==> config.mk <==
export PLATFORM = sky130hd
export DESIGN_NAME = i2c_master_bit_sequencer
export DESIGN_NICKNAME = d
export VERILOG_FILES = /design/src/sv/i2cms_pkg.sv /design/src/sv/i2c_master_bit_sequencer.sv
export SDC_FILE = /design/constraint.sdc
export NUM_CORES = 1
export LEC_CHECK = 0
export ABC_CLOCK_PERIOD_IN_PS = 3340
export BUFFER_PORTS_ARGS = -buffer_cell sky130_fd_sc_hd__buf_2
export CORE_MARGIN = 1
export CORE_UTILIZATION = 24
export CTS_BUF_LIST = sky130_fd_sc_hd__clkbuf_4 sky130_fd_sc_hd__clkbuf_8
export CTS_CLUSTER_DIAMETER = 30
export DETAILED_ROUTE_END_ITERATION = 7
export PLACE_DENSITY_LB_ADDON = 0.12
export SLEW_MARGIN = 20
export SYNTH_ARGS = -nofsm -noshare
export SYNTH_HDL_FRONTEND = slang
export SYNTH_SLANG_ARGS = --single-unit
==> constraint.sdc <==
create_clock -name i_clk -period 3.34 [get_ports i_clk]
set_input_delay 0.668 -clock i_clk [delete_from_list [all_inputs] [get_ports i_clk]]
set_output_delay 0.668 -clock i_clk [all_outputs]
set_load 0.01 [all_outputs]
==> src/sv/i2cms_pkg.sv <==
`default_nettype none
package i2cms_pkg;

    localparam int PHASE_W = 4;

    localparam logic [PHASE_W-1:0] PH_IDLE    = 4'd0;
    localparam logic [PHASE_W-1:0] PH_ST_REL  = 4'd1;
    localparam logic [PHASE_W-1:0] PH_ST_SDA  = 4'd2;
    localparam logic [PHASE_W-1:0] PH_ST_SCL  = 4'd3;
    localparam logic [PHASE_W-1:0] PH_SP_HI   = 4'd4;
    localparam logic [PHASE_W-1:0] PH_SP_REL  = 4'd5;
    localparam logic [PHASE_W-1:0] PH_STRETCH = 4'd6;
    localparam logic [PHASE_W-1:0] PH_HIGH    = 4'd7;
    localparam logic [PHASE_W-1:0] PH_LOW1    = 4'd8;
    localparam logic [PHASE_W-1:0] PH_LOW2    = 4'd9;

    typedef logic [1:0] t_mode;

    localparam t_mode MODE_START = 2'd0;
    localparam t_mode MODE_STOP  = 2'd1;
    localparam t_mode MODE_WRITE = 2'd2;
    localparam t_mode MODE_READ  = 2'd3;

    localparam logic [15:0] HALF_PERIOD_RESET = 16'd10;
    localparam logic [3:0]  BITS_WRITE        = 4'd8;
    localparam logic [3:0]  BITS_READ         = 4'd9;
    localparam logic [3:0]  LAST_DATA_BIT     = 4'd7;

endpackage
`default_nettype wire

==> src/sv/i2c_master_bit_sequencer.sv <==
// I2C master bit sequencer for an open-drain bus. Every input transaction is one bus tick
// carrying the sampled SCL/SDA levels and optionally a command (start, stop, write byte,
// read byte with ack/nack); each tick yields exactly one result transaction with the line
// drives, busy flag, last read byte and a done pulse. One tick is handled per clock cycle:
// the sequencer state advances in the cycle a tick is accepted and the result is held in
// the output register, so a new tick is taken every cycle the result slot is free or
// being drained. Commands arriving while busy are ignored. Every delay point lasts
// half_period_ticks ticks (0 counts as 1); before each bit's high phase the sequencer
// waits for SCL to read high, so a slave may stretch the clock without limit.
`default_nettype none
module i2c_master_bit_sequencer #(
    parameter int DELAY_WIDTH = 16
) (
    input  wire logic        i_clk,
    input  wire logic        i_rst_n,
    input  wire logic        i_cfg_we,
    input  wire logic [15:0] i_cfg_wdata,
    input  wire logic        i_in_valid,
    output logic             o_in_ready,
    input  wire logic        i_cmd_valid,
    input  wire logic [1:0]  i_mode,
    input  wire logic [7:0]  i_write_data,
    input  wire logic        i_send_ack,
    input  wire logic        i_scl_in,
    input  wire logic        i_sda_in,
    output logic             o_out_valid,
    input  wire logic        i_out_ready,
    output logic             o_scl_drive_low,
    output logic             o_sda_drive_low,
    output logic             o_busy_res,
    output logic [7:0]       o_read_data,
    output logic             o_cmd_done
);

    localparam int PW = i2cms_pkg::PHASE_W;

    logic [15:0]            r_half;
    logic [PW-1:0]          r_phase,  n_phase;
    logic [3:0]             r_bit,    n_bit;
    logic [7:0]             r_shift,  n_shift;
    logic [DELAY_WIDTH-1:0] r_wait,   n_wait;
    i2cms_pkg::t_mode       r_mode,   n_mode;
    logic                   r_ack,    n_ack;
    logic                   r_scl_low, n_scl_low;
    logic                   r_sda_low, n_sda_low;
    logic [7:0]             r_last,   n_last;
    logic                   r_done,   n_done;
    logic                   r_out_valid;

    logic                   accept;
    logic [47:0]            half_ext;
    logic [DELAY_WIDTH-1:0] load_val;
    logic                   over;
    logic [DELAY_WIDTH-1:0] wait_dec;
    logic                   do_begin;
    logic                   do_next;
    logic [3:0]             bit_inc;
    logic                   cur_read_bit;
    logic                   cur_wbv;
    logic                   beg_read_bit;
    logic                   beg_wbv;

    assign o_in_ready = !r_out_valid || i_out_ready;
    assign accept     = i_in_valid && o_in_ready;

    assign half_ext = {32'd0, r_half};
    assign load_val = (half_ext[DELAY_WIDTH-1:0] == '0) ? DELAY_WIDTH'(1)
                                                         : half_ext[DELAY_WIDTH-1:0];
    assign over     = (r_wait <= DELAY_WIDTH'(1));
    assign wait_dec = over ? '0 : r_wait - DELAY_WIDTH'(1);
    assign bit_inc  = r_bit + 4'd1;

    assign cur_read_bit = (r_mode == i2cms_pkg::MODE_READ) && (r_bit < i2cms_pkg::BITS_WRITE);
    assign cur_wbv      = (r_mode == i2cms_pkg::MODE_READ) ? !r_ack : r_shift[7];

    always_comb begin
        n_phase   = r_phase;
        n_bit     = r_bit;
        n_shift   = r_shift;
        n_wait    = r_wait;
        n_mode    = r_mode;
        n_ack     = r_ack;
        n_scl_low = r_scl_low;
        n_sda_low = r_sda_low;
        n_last    = r_last;
        n_done    = 1'b0;
        do_begin  = 1'b0;
        do_next   = 1'b0;

        unique case (r_phase)
            i2cms_pkg::PH_IDLE: begin
                if (i_cmd_valid) begin
                    n_mode = i_mode;
                    n_ack  = i_send_ack;
                    n_bit  = 4'd0;
                    unique case (i_mode)
                        i2cms_pkg::MODE_START: begin
                            n_scl_low = 1'b0;
                            n_sda_low = 1'b0;
                            n_wait    = load_val;
                            n_phase   = i2cms_pkg::PH_ST_REL;
                        end
                        i2cms_pkg::MODE_STOP: begin
                            n_scl_low = 1'b0;
                            n_sda_low = 1'b1;
                            n_wait    = load_val;
                            n_phase   = i2cms_pkg::PH_SP_HI;
                        end
                        default: begin
                            n_shift  = (i_mode == i2cms_pkg::MODE_WRITE) ? i_write_data : 8'd0;
                            do_begin = 1'b1;
                        end
                    endcase
                end
            end
            i2cms_pkg::PH_ST_REL: begin
                n_wait = wait_dec;
                if (over) begin
                    n_sda_low = 1'b1;
                    n_wait    = load_val;
                    n_phase   = i2cms_pkg::PH_ST_SDA;
                end
            end
            i2cms_pkg::PH_ST_SDA: begin
                n_wait = wait_dec;
                if (over) begin
                    n_scl_low = 1'b1;
                    n_wait    = load_val;
                    n_phase   = i2cms_pkg::PH_ST_SCL;
                end
            end
            i2cms_pkg::PH_ST_SCL, i2cms_pkg::PH_SP_REL: begin
                n_wait = wait_dec;
                if (over) begin
                    n_phase = i2cms_pkg::PH_IDLE;
                    n_done  = 1'b1;
                end
            end
            i2cms_pkg::PH_SP_HI: begin
                n_wait = wait_dec;
                if (over) begin
                    n_sda_low = 1'b0;
                    n_wait    = load_val;
                    n_phase   = i2cms_pkg::PH_SP_REL;
                end
            end
            i2cms_pkg::PH_STRETCH: begin
                // hold until the slave lets go of SCL
                if (i_scl_in) begin
                    n_wait  = load_val;
                    n_phase = i2cms_pkg::PH_HIGH;
                end
            end
            i2cms_pkg::PH_HIGH: begin
                n_wait = wait_dec;
                if (over) begin
                    if (cur_read_bit) begin
                        n_shift = {r_shift[6:0], i_sda_in};
                        if (r_bit == i2cms_pkg::LAST_DATA_BIT) begin
                            n_last = {r_shift[6:0], i_sda_in};
                        end
                    end
                    n_scl_low = 1'b1;
                    n_wait    = load_val;
                    n_phase   = i2cms_pkg::PH_LOW1;
                end
            end
            i2cms_pkg::PH_LOW1: begin
                n_wait = wait_dec;
                if (over) begin
                    if (cur_read_bit) begin
                        do_next = 1'b1;
                    end else begin
                        if (cur_wbv) begin
                            n_sda_low = 1'b1;
                        end
                        n_wait  = load_val;
                        n_phase = i2cms_pkg::PH_LOW2;
                    end
                end
            end
            i2cms_pkg::PH_LOW2: begin
                n_wait = wait_dec;
                if (over) begin
                    if (r_mode == i2cms_pkg::MODE_WRITE) begin
                        n_shift = {r_shift[6:0], 1'b0};
                    end
                    do_next = 1'b1;
                end
            end
            default: begin
                n_phase = i2cms_pkg::PH_IDLE;
            end
        endcase

        // advance to the next bit, or finish once the byte (and ack) is out
        if (do_next) begin
            n_bit = bit_inc;
            if (bit_inc >= ((r_mode == i2cms_pkg::MODE_READ) ? i2cms_pkg::BITS_READ
                                                             : i2cms_pkg::BITS_WRITE)) begin
                n_phase = i2cms_pkg::PH_IDLE;
                n_done  = 1'b1;
            end else begin
                do_begin = 1'b1;
            end
        end

        if (do_begin) begin
            n_sda_low = beg_read_bit ? 1'b0 : !beg_wbv;
            n_scl_low = 1'b0;
            n_phase   = i2cms_pkg::PH_STRETCH;
        end
    end

    // bit setup sees the mode, count and shift value as updated this tick
    always_comb begin
        beg_read_bit = 1'b0;
        beg_wbv      = 1'b0;
        if (r_phase == i2cms_pkg::PH_IDLE) begin
            beg_read_bit = (i_mode == i2cms_pkg::MODE_READ);
            beg_wbv      = (i_mode == i2cms_pkg::MODE_READ) ? !i_send_ack : i_write_data[7];
        end else begin
            beg_read_bit = (r_mode == i2cms_pkg::MODE_READ) && (bit_inc < i2cms_pkg::BITS_WRITE);
            beg_wbv      = (r_mode == i2cms_pkg::MODE_READ) ? !r_ack : n_shift[7];
        end
    end

    always_ff @(posedge i_clk) begin
        if (!i_rst_n) begin
            r_half <= i2cms_pkg::HALF_PERIOD_RESET;
        end else if (i_cfg_we) begin
            r_half <= i_cfg_wdata;
        end
    end

    always_ff @(posedge i_clk) begin
        if (!i_rst_n) begin
            r_phase     <= i2cms_pkg::PH_IDLE;
            r_bit       <= 4'd0;
            r_shift     <= 8'd0;
            r_wait      <= '0;
            r_mode      <= i2cms_pkg::MODE_START;
            r_ack       <= 1'b0;
            r_scl_low   <= 1'b0;
            r_sda_low   <= 1'b0;
            r_last      <= 8'd0;
            r_done      <= 1'b0;
            r_out_valid <= 1'b0;
        end else begin
            if (accept) begin
                r_phase   <= n_phase;
                r_bit     <= n_bit;
                r_shift   <= n_shift;
                r_wait    <= n_wait;
                r_mode    <= n_mode;
                r_ack     <= n_ack;
                r_scl_low <= n_scl_low;
                r_sda_low <= n_sda_low;
                r_last    <= n_last;
                r_done    <= n_done;
            end
            if (accept) begin
                r_out_valid <= 1'b1;
            end else if (i_out_ready) begin
                r_out_valid <= 1'b0;
            end
        end
    end

    // state only moves when a new result is loaded, so it doubles as the result register
    assign o_out_valid     = r_out_valid;
    assign o_scl_drive_low = r_scl_low;
    assign o_sda_drive_low = r_sda_low;
    assign o_busy_res      = (r_phase != i2cms_pkg::PH_IDLE);
    assign o_read_data     = r_last;
    assign o_cmd_done      = r_done;

endmodule
`default_nettype wire

Word level (Yosys, flattened, before mapping)
Index checks and enable logic that the tools add are counted.

Input bits: 35. Register bits: 63. Output and inout bits: 14. Word-level logic and storage cells: 150.

Mux-type cells: 68. Magnitude comparators: 4. Add/subtract/negate cells: 2. Reduce and logical (&&, ||, !) cells: 31. Eq/ne operators: 32.

Operators by type and width (count): 2-to-1 mux 16 bit (8); case mux 16 bit (5 select lines) (1); 2-to-1 mux 4 bit (15); 2-to-1 mux 8 bit (7); case mux 4 bit (9 select lines) (1); 2-to-1 mux 1 bit (30); case mux 8 bit (3 select lines) (1); inequality test 3 bit (second input constant) (7); equality test 4 x 3 -> 1 bit (second input constant) (5); <= comparator 16 x 1 -> 1 bit (second input constant) (1); logical NOT 16 bit (1); inequality test 2 bit (second input constant) (8); subtractor 16 x 1 -> 16 bit (second input constant) (1); AND reduction 5 bit (3); nonzero test 5 bit (2); AND reduction 9 bit (1); equality test 2 bit (second input constant) (4); equality test 4 x 2 -> 1 bit (second input constant) (2); equality test 4 bit (second input constant) (2); < comparator 4 bit (second input constant) (2); case mux 4 bit (2 select lines) (1); AND reduction 8 bit (1); case mux 1 bit (2 select lines) (3); AND reduction 3 bit (2); other kinds (18) (28).

Depth between registers and ports, before layout
Gate-level depths: netlist of run 1.

Word-level depth: 10. Mapped depth: 9. Mapped depth without buffers: 8.

Worst setup path before layout of run 1
No wires, ideal clock.

Path type: register -> register. Start point: register r_phase[1]. End point: register r_shift[6]. Period minus slack after synthesis: 2.268 ns. Path buffers: 2. Required time: 3.212 ns. Library setup time: 0.128 ns. Arrival time: 2.141 ns. Slack: 1.072 ns. Cell stages (with the launch flop): 9. Path through: dfxtp_1 clkbuf_1 or3b_2 a2bb2oi_1 nor4_4 o21a_1 buf_2 mux2i_1 nor2_1.

Cells in the longest elaborated chain, start to end: 3. Elaborated cells on any way between the ends: 12. Those cells by class: eq/ne: 8; mux: 1; reduce/logical: 3.

RTL lines: start, declared (line i2c_master_bit_sequencer.sv:38) `logic [PW-1:0] r_phase, n_phase;`; start signal, assigned (line i2c_master_bit_sequencer.sv:238) `r_phase <= i2cms_pkg::PH_IDLE;`; start signal, assigned (line i2c_master_bit_sequencer.sv:251) `r_phase <= n_phase;`; equality test 4 bit (tied with other cells) (line i2c_master_bit_sequencer.sv:90) `unique case (r_phase)`; inequality test 2 bit (no source line) or nonzero test 3 bit (tied branches); AND reduction 8 bit (no source line); end signal, assigned (line i2c_master_bit_sequencer.sv:253) `r_shift <= n_shift;`; end, declared (line i2c_master_bit_sequencer.sv:40) `logic [7:0] r_shift, n_shift;`.

Several ways; a longest one is shown, not always the timed one. A chain may end at the register's enable or synchronous reset.

Worst setup path in the final report of run 1
Start point: register r_wait[0]. End point: register r_wait[0].

Cells in the longest elaborated chain, start to end: 5. Elaborated cells on any way between the ends: 7. Those cells by class: add/sub: 1; order compare: 1; mux: 5.

RTL lines: start, declared (line i2c_master_bit_sequencer.sv:41) `logic [DELAY_WIDTH-1:0] r_wait, n_wait;`; start signal, assigned (line i2c_master_bit_sequencer.sv:254) `r_wait <= n_wait;`; subtractor 16 x 1 -> 16 bit or <= comparator 16 x 1 -> 1 bit (tied branches) (line i2c_master_bit_sequencer.sv:70, i2c_master_bit_sequencer.sv:69); 2-to-1 mux 16 bit (line i2c_master_bit_sequencer.sv:70) `assign wait_dec = over ? '0 : r_wait - DELAY_WIDTH'(1);`; 2-to-1 mux 16 bit (line i2c_master_bit_sequencer.sv:171) `if (cur_read_bit) begin`; 2-to-1 mux 16 bit (line i2c_master_bit_sequencer.sv:170) `if (over) begin`; case mux 16 bit (5 select lines) (*) (line i2c_master_bit_sequencer.sv:90).

Every way passes the cells marked *; elsewhere a longest branch is shown, timed or not.

==> results of run 1 <==
-- where the power goes --
part           internal [mW]  total [mW]  switching [mW]
combinational          0.328       0.912           0.583
sequential             0.810       0.886          0.0757
clock                  0.537       0.864           0.327
-- sequential cells by signal (all words and copies together) (netlist names) --
name and count:
r_ack 1, r_mode 2, r_shift 8, o_sda_drive_low 1, o_scl_drive_low 1, r_phase 4, o_out_valid 1, r_half 16
r_bit 4, r_wait 16, o_read_data 8, o_cmd_done 1
-- logic make-up after synthesis --
| kind of cell | after synthesis | synth area share, % |
|---|---|---|
| buffers and inverters | 35 | 3.84 |
| XOR/XNOR | 7 | 1.71 |
| adder cells (fa/ha/maj) | 4 | 1.40 |
| flip-flops | 63 | 35.2 |
| AND/OR/NAND/NOR | 188 | 28.3 |
| AO/OA/AOI/OAI | 108 | 20.5 |
| multiplexers | 32 | 8.98 |
-- critical path, delay by kind of cell (launching register included) --
family	cells	cell delay, ns
compound gates	3	0.96
simple gates	2	0.95
flops	1	0.40
fa+ha+maj	1	0.30
buf+inv	1	0.08
-- cell usage after synthesis, types with 7 or more instances --
| cell | number |
|---|---|
| nor4_1 | 8 |
| clkbuf_1 | 18 |
| nand2_1 | 34 |
| mux2i_1 | 31 |
| nor3_1 | 13 |
| a21oi_1 | 22 |
| nand3_1 | 13 |
| nor2_1 | 65 |
| o21ai_0 | 21 |
| dfxtp_1 | 63 |
| inv_1 | 9 |
| a211oi_1 | 7 |
-- layout make-up --
type | instances | area share, %
multi-input cells | 339 | 51.1
flip-flops and latches | 63 | 29.4
repair buffers | 58 | 7.36
well taps | 184 | 5.37
clock buffers | 11 | 3.53
clock inverters | 5 | 2.42
inverters | 9 | 0.789
-- per-stage QoR --
stage,setup slack [ns],utilization [%]
after CTS,0.559,29.5
after global placement,0.594,27.7
after floorplan,1.07,-
after global routing,0.258,29.5
final,0.542,29.5
after detailed placement,0.569,27.7
-- routing by layer --
metal,global-route usage (%),wire (um),vias to the layer above
met2,23.3,5040,94
met5,0,0,-
met4,7.14,217,0
li1,-,-,1709
met3,2.79,469,14
met1,22.1,5820,1656
-- worst paths after layout --
path / slack, ns / from / endpoint
max: 0.54 / r_wait[0] / r_wait[0]
min: 0.48 / r_wait[14] / r_wait[14]
max reg2reg: 0.54 / r_wait[0] / r_wait[0]
min reg2reg: 0.48 / r_wait[14] / r_wait[14]
-- cells in the final DEF, fill, tap and decap left out, types with 4 or more instances in the layout --
master	n
nand3b_1	4
nand2b_1	6
or2_2	5
buf_4	10
o21ai_0	21
or3_1	6
nor2_1	65
ha_1	4
a22oi_1	6
a221oi_1	5
a21oi_1	22
o22ai_1	4
xor2_1	5
and2_1	4
nor3_1	12
clkbuf_8	11
a211oi_1	7
nor4_1	8
a31oi_1	5
inv_1	9
o31ai_1	6
and3_1	5
nand4_1	4
nor4_4	4
a32oi_1	4
buf_2	48
nand2_1	34
mux2i_1	31
dfxtp_1	63
nand3_1	13
==> results.txt, run 1 <==
* Worst clock skew: 0.0136 ns
- Post-synthesis register bit count: 63
- Entering global routing, the biggest net connects 23 pins.
- For this run, the leading register cell type out of synthesis is dfxtp_1.
- Overall die width: 124 um
- Total number of vias: around 3.5k
* GRT Total Usage: between 10% and 20%
- Buffers inserted during clock tree synthesis total 9.
- Initial antenna violation count: 0
- STA classifies the critical path startpoint as a flop.
* Slowest cell on crit path: nor2_1
- Initial core utilization: between 20% and 30%
- The cell that appears most often on the critical path is nor2_1.
- Period Utilization, post-route: between 80% and 90%
- Area share of the largest cell type after synthesis: approximately a third
- Count of flip-flops with a built-in enable after synthesis: 0
* TritonCTS clock tree: done
* # diodes: 0
* Largest vdd supply drop: between 0.2 and 0.25 mV
- Routability-driven placement finished with a final weighted congestion of 0.796.
- Synthesized cell area: between 3000 and 4000 um^2
- Fill cells in the final layout number approximately 1.6k.
- The max-slew violation total from the final report is 0.
- Of the cells placed in the final design, the portion with a size suffix greater than 1 is a little under a fifth.
- On the worst path, the slowest cell contributes a delay of approximately 0.8 ns.
- Counting every net in the synthesized netlist gives 476.
- Maxcap violations: 0
- Final hold analysis gives a worst-case slack of about 0.48 ns.
* DRC violations left: 0
- Relative to the synthesized area, the layout overhead comes to 19.6%.
- At the later pin of the worst-skew pair, clock insertion delay measures around 0.36 ns.
* Placed wire-length estimate after detailed placement: 8240 um
- After detailed placement, the design holds a cell count of roughly 650.
* Core box area: 14500 um^2
* Avg WL per Cell: between 15 and 20 um
- Final setup vio count: 0
- Synthesized area per cell: approximately 8.2 um^2
- The clock drives 63 sinks.
- In this run, post-CTS hold repair placed 0 buffers.
- The flow ran to the end, and the final reports show no timing, DRC or antenna violations.
- Counting flops with an async set or reset pin after synthesis yields a share of 0%.
- Counting cells, the worst reg-to-reg path comes to 7.
- The detailed router finished its first iteration with 280 violations.
* Area of all placed cells without fillers: around 4300 um^2
- The final layout contains just over 500 nets.
- Area taken by flip-flops and latches: 1260 um^2
- Setup bufs post-CTS: 0
- In this run the vertical extent of the chip is around 120 um.
- The cell count after synthesis came out at 437.
* Clock-pin slew on the worst setup and hold paths: 0.07 ns
- Detailed-route wire length: 11600 um
- The total overflow left after global routing is 0.
- At the pin with the least slew margin, the transition time is between 1 and 1.5 ns.
- Multi-input gate area in the final layout: 2190 um^2
- Category of the critical setup timing path: reg2reg
- Endpoint required time on the critical path: between 3 and 4 ns
- After detailed routing, the number of vias per cell comes to roughly 5.2.
- The analysis attributes to cell leakage a power of between 1.5 and 2 nW.
- Unrepaired setup endpoints after global routing: false
- Number of instances on the worst hold path: 2
- The worst path in the final design needs a cycle of 2.80 ns, including I/O delays and setup.
* Die Area: approximately 15000 um^2
- Post-CTS Resized: 0
- Number of global-route vias before repair: roughly 3.3k
- The H-tree was split into 3 levels.
- Overall Power: between 2 and 3 mW
- Upper clock frequency limit: between 300 and 400 MHz
* Wire length of the first global-routing pass: approximately 18000 um
* Critical Path Sink Type: flop
- In the final timing run, aggregate negative setup slack is 0 ns.
- The path class of the tightest hold or removal check is reg2reg.
- The placed instances occupy a cell area of 4030 um^2.
* Worst path cell trace: inv_1 -> ha_1 -> o21bai_1 -> nor2_1 -> nor2_1 -> a2111oi_0 -> o31a_1
- The tree is rooted in a clkbuf_8.
- dfxtp_1 takes more of the synthesized area than any other cell.
* Hold violation total from the final report: 0
* Critical path data arrival time: between 3 and 4 ns
* Number of cell rows: 44
- Post-synthesis sequential area ratio: a little over a third
- Number of top-level pins: between 40 and 50
- Clock buffer depth: 2
- Power density over cell area: a little over 600 nW/um^2
* Count of input and output buffers: 48
- In this run the tightest slew margin relative to its limit is 28.9%.
- In the post-synthesis netlist, the biggest area contributors are dfxtp_1, mux2i_1, nor2_1.
- Number of standard cells in the final layout excluding fillers: about 670
- The pre-antenna-repair detailed-routing pass consisted of 5 iterations.
- Number of warnings printed during yosys synthesis: 0
- The synthesized netlist contains 63 unique library cells.
* Biggest fanout along the worst timing path: 15
- Post-detailed-route count of antenna-violating nets: 0
Note: power is estimated with default switching activity, not from simulation.
==> run 2, diff against run 1 <==
--- a/config.mk
+++ b/config.mk
@@ -5,7 +5,8 @@
 export SDC_FILE = /design/constraint.sdc
 export NUM_CORES = 1
 export LEC_CHECK = 0
-export ABC_CLOCK_PERIOD_IN_PS = 3340
+export ABC_AREA = 1
+export ABC_CLOCK_PERIOD_IN_PS = 2800
 export BUFFER_PORTS_ARGS = -buffer_cell sky130_fd_sc_hd__buf_2
 export CORE_MARGIN = 1
 export CORE_UTILIZATION = 24
==> constraint.sdc (replaced) <==
create_clock -name i_clk -period 2.8 [get_ports i_clk]
set_input_delay 0.56 -clock i_clk [delete_from_list [all_inputs] [get_ports i_clk]]
set_output_delay 0.56 -clock i_clk [all_outputs]
set_load 0.01 [all_outputs]
==> results.txt, run 2 <==
- The run finished, with violations left.
* Violations in the final reports: design-rule violations
- Post-detailed-route count of antenna-violating nets: 0
* Reg-to-reg setup timing slack: about 0.6 ns
- The worst setup path is captured at a flop.
* Syn Inst Count: 539
- For this design the static power due to leakage is between 1.5 and 2 nW.
- TritonCTS built the clock tree.
* Detailed-route vias per instance: 4.73
- The startpoint identified for the worst hold timing path is i_cfg_wdata[3].
- Placer Congestion: ~0.9
- The H-tree generated during clock tree synthesis spans 3 levels.
- Static timing analysis puts the maximum clock frequency at between 400 and 500 MHz.
* Post-synth net total: around 580
- Global routing used approximately 15% of the available tracks across all layers.
- Hold path endpoint: r_half[3]
- Overall die width: roughly 120 um
- The clock reaches the later pin of the worst-skew pair after about 0.36 ns.
- The initialized floorplan defines 44 standard-cell rows.
- The count of final hold-check violations is 0.
- The max-slew violation total from the final report was 0.
- Compared with the post-synthesis result, the final layout area differs by 17.8%.
- Placed wire-length estimate after detailed placement: ~8000 um
- DRT iter0 DRCs: approximately 210
* Endpoint required time on the critical path: between 3 and 4 ns
- No sink is reached through more buffers than the 2 on the longest clock path.
* Fraction of synthesis flops using an asynchronous set or reset pin: 0%
- Detailed-route wire length: 11000 um
- Nets: roughly 630
- Critical path data arrival time: ~2.5 ns
- Largest area contributor in the netlist: dfxtp_1
- The worst register-to-register path has a depth of 11.
* Leading registers by flop count: r_half: 16 flops, r_wait: 16 flops
- Period Utilization, post-route: roughly four fifths
* Worst rel slew slack: a little under three fifths
- The first detailed-routing pass took 6 iterations.
* DRC violations left: 2
- For this design the ratio of total power to cell area is 589 nW/um^2.
- Setup repair after global routing left no endpoint under its margin.
- Biggest fanout along the worst timing path: 10
- The final route contains around 3.7k vias.
* Cell at the root of the clock tree: clkbuf_8
* Final global-route overflow total: 0
- Main synth FF type: dfxtp_1
- Hold buffer count at cts: 0
* Start of the worst register-to-register path: r_wait[0]
- End of the worst register-to-register path: o_read_data[0]
* Largest vdd supply drop: 0.279 mV
* Synthesized cell area: approximately 3600 um^2
* Post-CTS Resized: 0
- The library cell used most frequently in the layout, excluding fill and tap cells, is nand2_1.
* Die outline height: around 120 um
* Category of the critical setup timing path: reg2reg
* Synthesized area per cell: 6.59 um^2
* Wire length of the first global-routing pass: 17600 um
- The initial utilization of the core area, before any placement, comes to around 25%.
* Initial antenna violation count: 0
- Period minus WS final: 2.22 ns
- Total number of clock tree sinks: 63
* Overall Power: roughly 2.5 mW
- Most used standard cells in the synthesized netlist: nand2_1, nor2_1, dfxtp_1
- In this run the post-CTS setup repair buffer count came out at 0.
- Maxcap violations: 0
- Layout cells sized above 1: 17.7%
- Num CTS Buffers: 9
- The core region is about 14000 um^2.
- Launching element type of the critical path: flop
- The via count of the first global-routing pass is between 3k and 4k.
- Avg WL per Cell: roughly 14 um
* # diodes: 0
- Total negative setup slack: 0 ns
* Slew of the pin with the lowest slew margin: approximately 0.66 ns
- The share of synthesized area in the top cell type comes to a little over a third.
- Entering global routing, the biggest net connects 47 pins.
- Number of top-level pins: between 40 and 50
- Count of input and output buffers: 48
* Post-synthesis register bit count: 63
- Number of instances on the worst hold path: 3
* Post-synthesis sequential area ratio: between 30 and 40%
* Tightest Hold Check Type: in2reg
- Worst clock skew: ~0.011 ns
* Clock-pin slew on the worst setup and hold paths: around 0.080 ns
- Yosys attributes the largest share of cell area to dfxtp_1, nand2_1, o21ai_0.
- Number of warnings printed during yosys synthesis: 0
- Counting distinct cell types in the post-synthesis netlist gives 38.
- The die covers roughly 15000 um^2.
* Cell with the most instances after synthesis: nand2_1
* Final setup vio count: 0
- The top cell types in the final layout, fill and taps aside, are nand2_1, nor2_1, dfxtp_1.
* Count of flip-flops with a built-in enable after synthesis: 0
[run 2: routing by layer]
metal	global-route usage, %	routed length, um
met1	19.8	5310
met2	24.0	4900
met3	3.75	493
met4	6.70	248
met5	0	0
[run 2: per-stage QoR]
| step | cells | hold WS [ns] | worst slack, ns | cell area, um^2 | util (%) |
|---|---|---|---|---|---|
| final | 778 | 0.416 | 0.583 | 4180 | 28.9 |
| after global routing | 778 | 0.409 | 0.266 | 4180 | 28.9 |
| after CTS | 778 | 0.392 | 0.557 | 4180 | 28.9 |
| after detailed placement | 762 | 0.473 | 0.575 | 3990 | 27.6 |
| after global placement | 762 | 0.460 | 0.585 | 3990 | 27.6 |
| after floorplan | 539 | 0.443 | 0.944 | 3550 | - |
[run 2: how the worst max path moves through the flow]
stage	depth (start not counted)	to	from	slack (ns)
after floorplan	11	r_shift[1]	i_out_ready	0.94
after global placement	11	o_read_data[0]	r_wait[0]	0.58
after detailed placement	11	o_read_data[0]	r_wait[0]	0.57
after CTS	11	o_read_data[0]	r_wait[0]	0.56
after global routing	11	o_read_data[0]	r_wait[0]	0.27
final	11	o_read_data[0]	r_wait[0]	0.58
[run 2: kinds of logic (layout without fill, tap and decap cells)]
logic type	Yosys count	after routing	synth area share [%]
AND/OR/NAND/NOR	236	236	28.7
AO/OA/AOI/OAI	144	144	22.7
buffers and inverters	83	138	9.47
flip-flops	63	63	35.5
XOR/XNOR	9	9	2.22
adder cells (fa/ha/maj)	4	4	1.41
[run 2: worst max-delay path, cell delays in order (launching register included)]
cell and delay [ns]:
dfxtp_1 0.34, inv_1 0.09, ha_1 0.23, nand2_2 0.10
nor2_2 0.25, o21ai_2 0.12, nor2_2 0.21, nand2_2 0.10
nor3_4 0.33, inv_2 0.14, o21ai_1 0.15, nor2_1 0.05
[run 2: report_power, final]
part           internal (mW)  switching [mW]
clock                  0.417           0.380
combinational          0.215           0.433
sequential             0.961          0.0588
[run 2: layout make-up]
| type | instances | area, um^2 |
|---|---|---|
| inverter | 67 | 251 |
| tap | 184 | 230 |
| clock buffer | 10 | 131 |
| sequential | 63 | 1260 |
| fill | 1640 | 10300 |
| timing repair buffer | 55 | 293 |
| clock inverter | 6 | 61.3 |
| multi-input combinational | 393 | 1950 |
==> run 3, diff against run 2 <==
--- a/config.mk
+++ b/config.mk
@@ -6,7 +6,7 @@
 export NUM_CORES = 1
 export LEC_CHECK = 0
 export ABC_AREA = 1
-export ABC_CLOCK_PERIOD_IN_PS = 2800
+export ABC_CLOCK_PERIOD_IN_PS = 1950
 export BUFFER_PORTS_ARGS = -buffer_cell sky130_fd_sc_hd__buf_2
 export CORE_MARGIN = 1
 export CORE_UTILIZATION = 24
==> constraint.sdc (replaced) <==
create_clock -name i_clk -period 1.95 [get_ports i_clk]
set_input_delay 0.39 -clock i_clk [delete_from_list [all_inputs] [get_ports i_clk]]
set_output_delay 0.39 -clock i_clk [all_outputs]
set_load 0.01 [all_outputs]
==> results.txt, run 3 (same netlist as run 2, synthesis figures left out) <==
* Run status: finished, final reports clean
- The floorplan step defined a die boundary enclosing 15300 um^2.
- The routed design could run at a clock period as short as between 1.5 and 2 ns.
- Met2 Track Usage GR: 26.0%
- Slowest cell on crit path: dfxtp_1
- Total number of clock tree sinks: 63
* Global routing usage on met1: between 20% and 30%
* Initial antenna violation count: 0
- The critical path is of the reg2reg type.
- After detailed placement, the total cell area comes to around 4500 um^2.
- Initial core utilization: around 25%
- Hold violation total from the final report: 0
- Unrepaired setup endpoints after global routing: true
* Overall die width: approximately 120 um
- Placer Congestion: between 0.8 and 0.9
- Number of standard cells in the final layout excluding fillers: between 800 and 900
- Detailed-route wire length: 11600 um
- For this design the ratio of total power to cell area is about 790 nW/um^2.
* Leakage Power: ~2.4 nW
- Number of top-level pins: 49
- Maxcap violations: 0
- Detailed-route vias per instance: ~4.7
* Clock insertion delay at the later pin of the skew report: about 0.36 ns
* Avg WL per Cell: between 10 and 15 um
- Nets: roughly 700
* Final-layout worst hold slack: 0.245 ns
- The detailed router finished its first iteration with around 150 violations.
* Total number of vias: around 4k
- The clock tree synthesis step divided the H-tree into 3 levels.
- The cell that appears most often on the critical path is buf_4.
* Synth-to-layout area growth: 40.6%
* Placed wire-length estimate after detailed placement: between 8000 and 9000 um
- STA classifies the critical path endpoint as a flop.
* Filler Cell Count: about 1.6k
* Endpoint required time on the critical path: between 2 and 2.5 ns
- Overall Power: about 4.0 mW
- Upper clock frequency limit: between 500 and 600 MHz
- The via count of the first global-routing pass came to 3795.
- Pre-CTS setup slack: -0.0505 ns
- TritonCTS built the clock tree.
* Total negative setup slack: 0 ns
- For this run, global-route usage on met3 was measured as around 3.4%.
- Buffers inserted during clock tree synthesis total 9.
- Iteration count of the initial detailed-routing pass: 5
* Launching element type of the critical path: flop
- Period Utilization, post-route: between 90% and 100%
- Final global-route overflow total: 0
- Biggest fanout along the worst timing path: 4
* Commonest non-fill, non-tap cells in the layout: nand2_1, buf_4, nor2_1
- Cell Count Post-Placement: 826
- Global routing consumed, over all layers together, around 16% of the routing resources.
* Final worst slack: 0.105 ns
- Wire length of the first global-routing pass: 18800 um
- The max-slew violation total from the final report came to 0.
- Count of input and output buffers: 48
- Most common cell after layout, fill and taps aside: nand2_1
- The repair_antennas step left the layout with diodes totalling 0.
- The post-route netlist has roughly 34% of its cells at a drive strength greater than 1.
- Clock buffer depth: 2
- Final setup vio count: 0
* Worst path max stage delay: 0.32 ns
- Summing all non-filler instances in the final layout gives an area of 4990 um^2.
* Tightest Hold Check Type: in2reg
* Core box area: about 14000 um^2
* Maximum number of pins on one net before global-route repair: 47
- Traced cell by cell, the critical path runs through nor2_2 -> buf_4 -> nand3_1 -> nor2_2 -> nand2_2 -> nand2_2 -> buf_4 -> buf_4 -> inv_1 -> a2111oi_1 -> nand2_1 -> nand2_1 -> a21oi_1.
- Clock-pin slew was measured on the worst setup and hold paths at about 0.070 ns.
- In this run the most used layer during global routing was met2.
- DRC violations left: 0
* Worst rel slew slack: 62.9%
* Worst clock skew: between 0.006 and 0.007 ns
* Slew of the pin with the lowest slew margin: around 0.56 ns
* Die outline height: 124 um
- For flop-to-flop paths, the worst setup slack is 0.10 ns.
- For the worst setup path, the data arrival time is 2.09 ns.
- Largest vdd supply drop: ~0.38 mV
* Post-detailed-route count of antenna-violating nets: 0
- Final Core Density: between 30% and 40%
* Number of cell rows: 44
- Leading registers by flop count: r_half: 16 flops, r_wait: 16 flops
* Cell at the root of the clock tree: clkbuf_8
## run 3: metal layers
metal,vias up,wire [um]
met5,-,0
met4,0,214
met3,14,398
met2,77,5260
met1,1829,5720
li1,2047,-
## run 3: cell type report
type | count | area (um^2) | area share (%)
clock buffers | 10 | 131 | 2.63
flip-flops and latches | 63 | 1280 | 25.6
multi-input cells | 393 | 2160 | 43.3
well taps | 184 | 230 | 4.61
repair buffers | 129 | 871 | 17.4
inverters | 67 | 256 | 5.14
clock inverters | 6 | 61.3 | 1.23
## run 3: repair_timing
action / in CTS / in global routing
gates cloned: 1 / 0
gates resized for setup: 15 / 66
endpoints found under the setup margin: 11 / 41
pin swaps: 6 / 13
hold buffers: 0 / 0
setup buffers: 3 / 6
## run 3: path summary, 6_finish.rpt
check	from	cells past startpoint	endpoint
setup reg to reg	r_wait[6]	13	r_phase[0]
setup / recovery	r_wait[6]	13	r_phase[0]
hold / removal	i_cfg_wdata[3]	3	r_half[3]
hold reg to reg	r_mode[1]	2	r_mode[1]
## run 3: where the power goes
group	internal [mW]	switching, mW
sequential	1.38	0.0794
clock	0.599	0.548
combinational	0.600	0.756
## run 3: critical path, delay by kind of cell, from the launching register on
kind | cells | cell delay [ns]
AOI/OAI and AO/OA | 2 | 0.34
buffers and inverters | 4 | 0.35
DFF | 1 | 0.32
and+or+nand+nor | 7 | 0.71
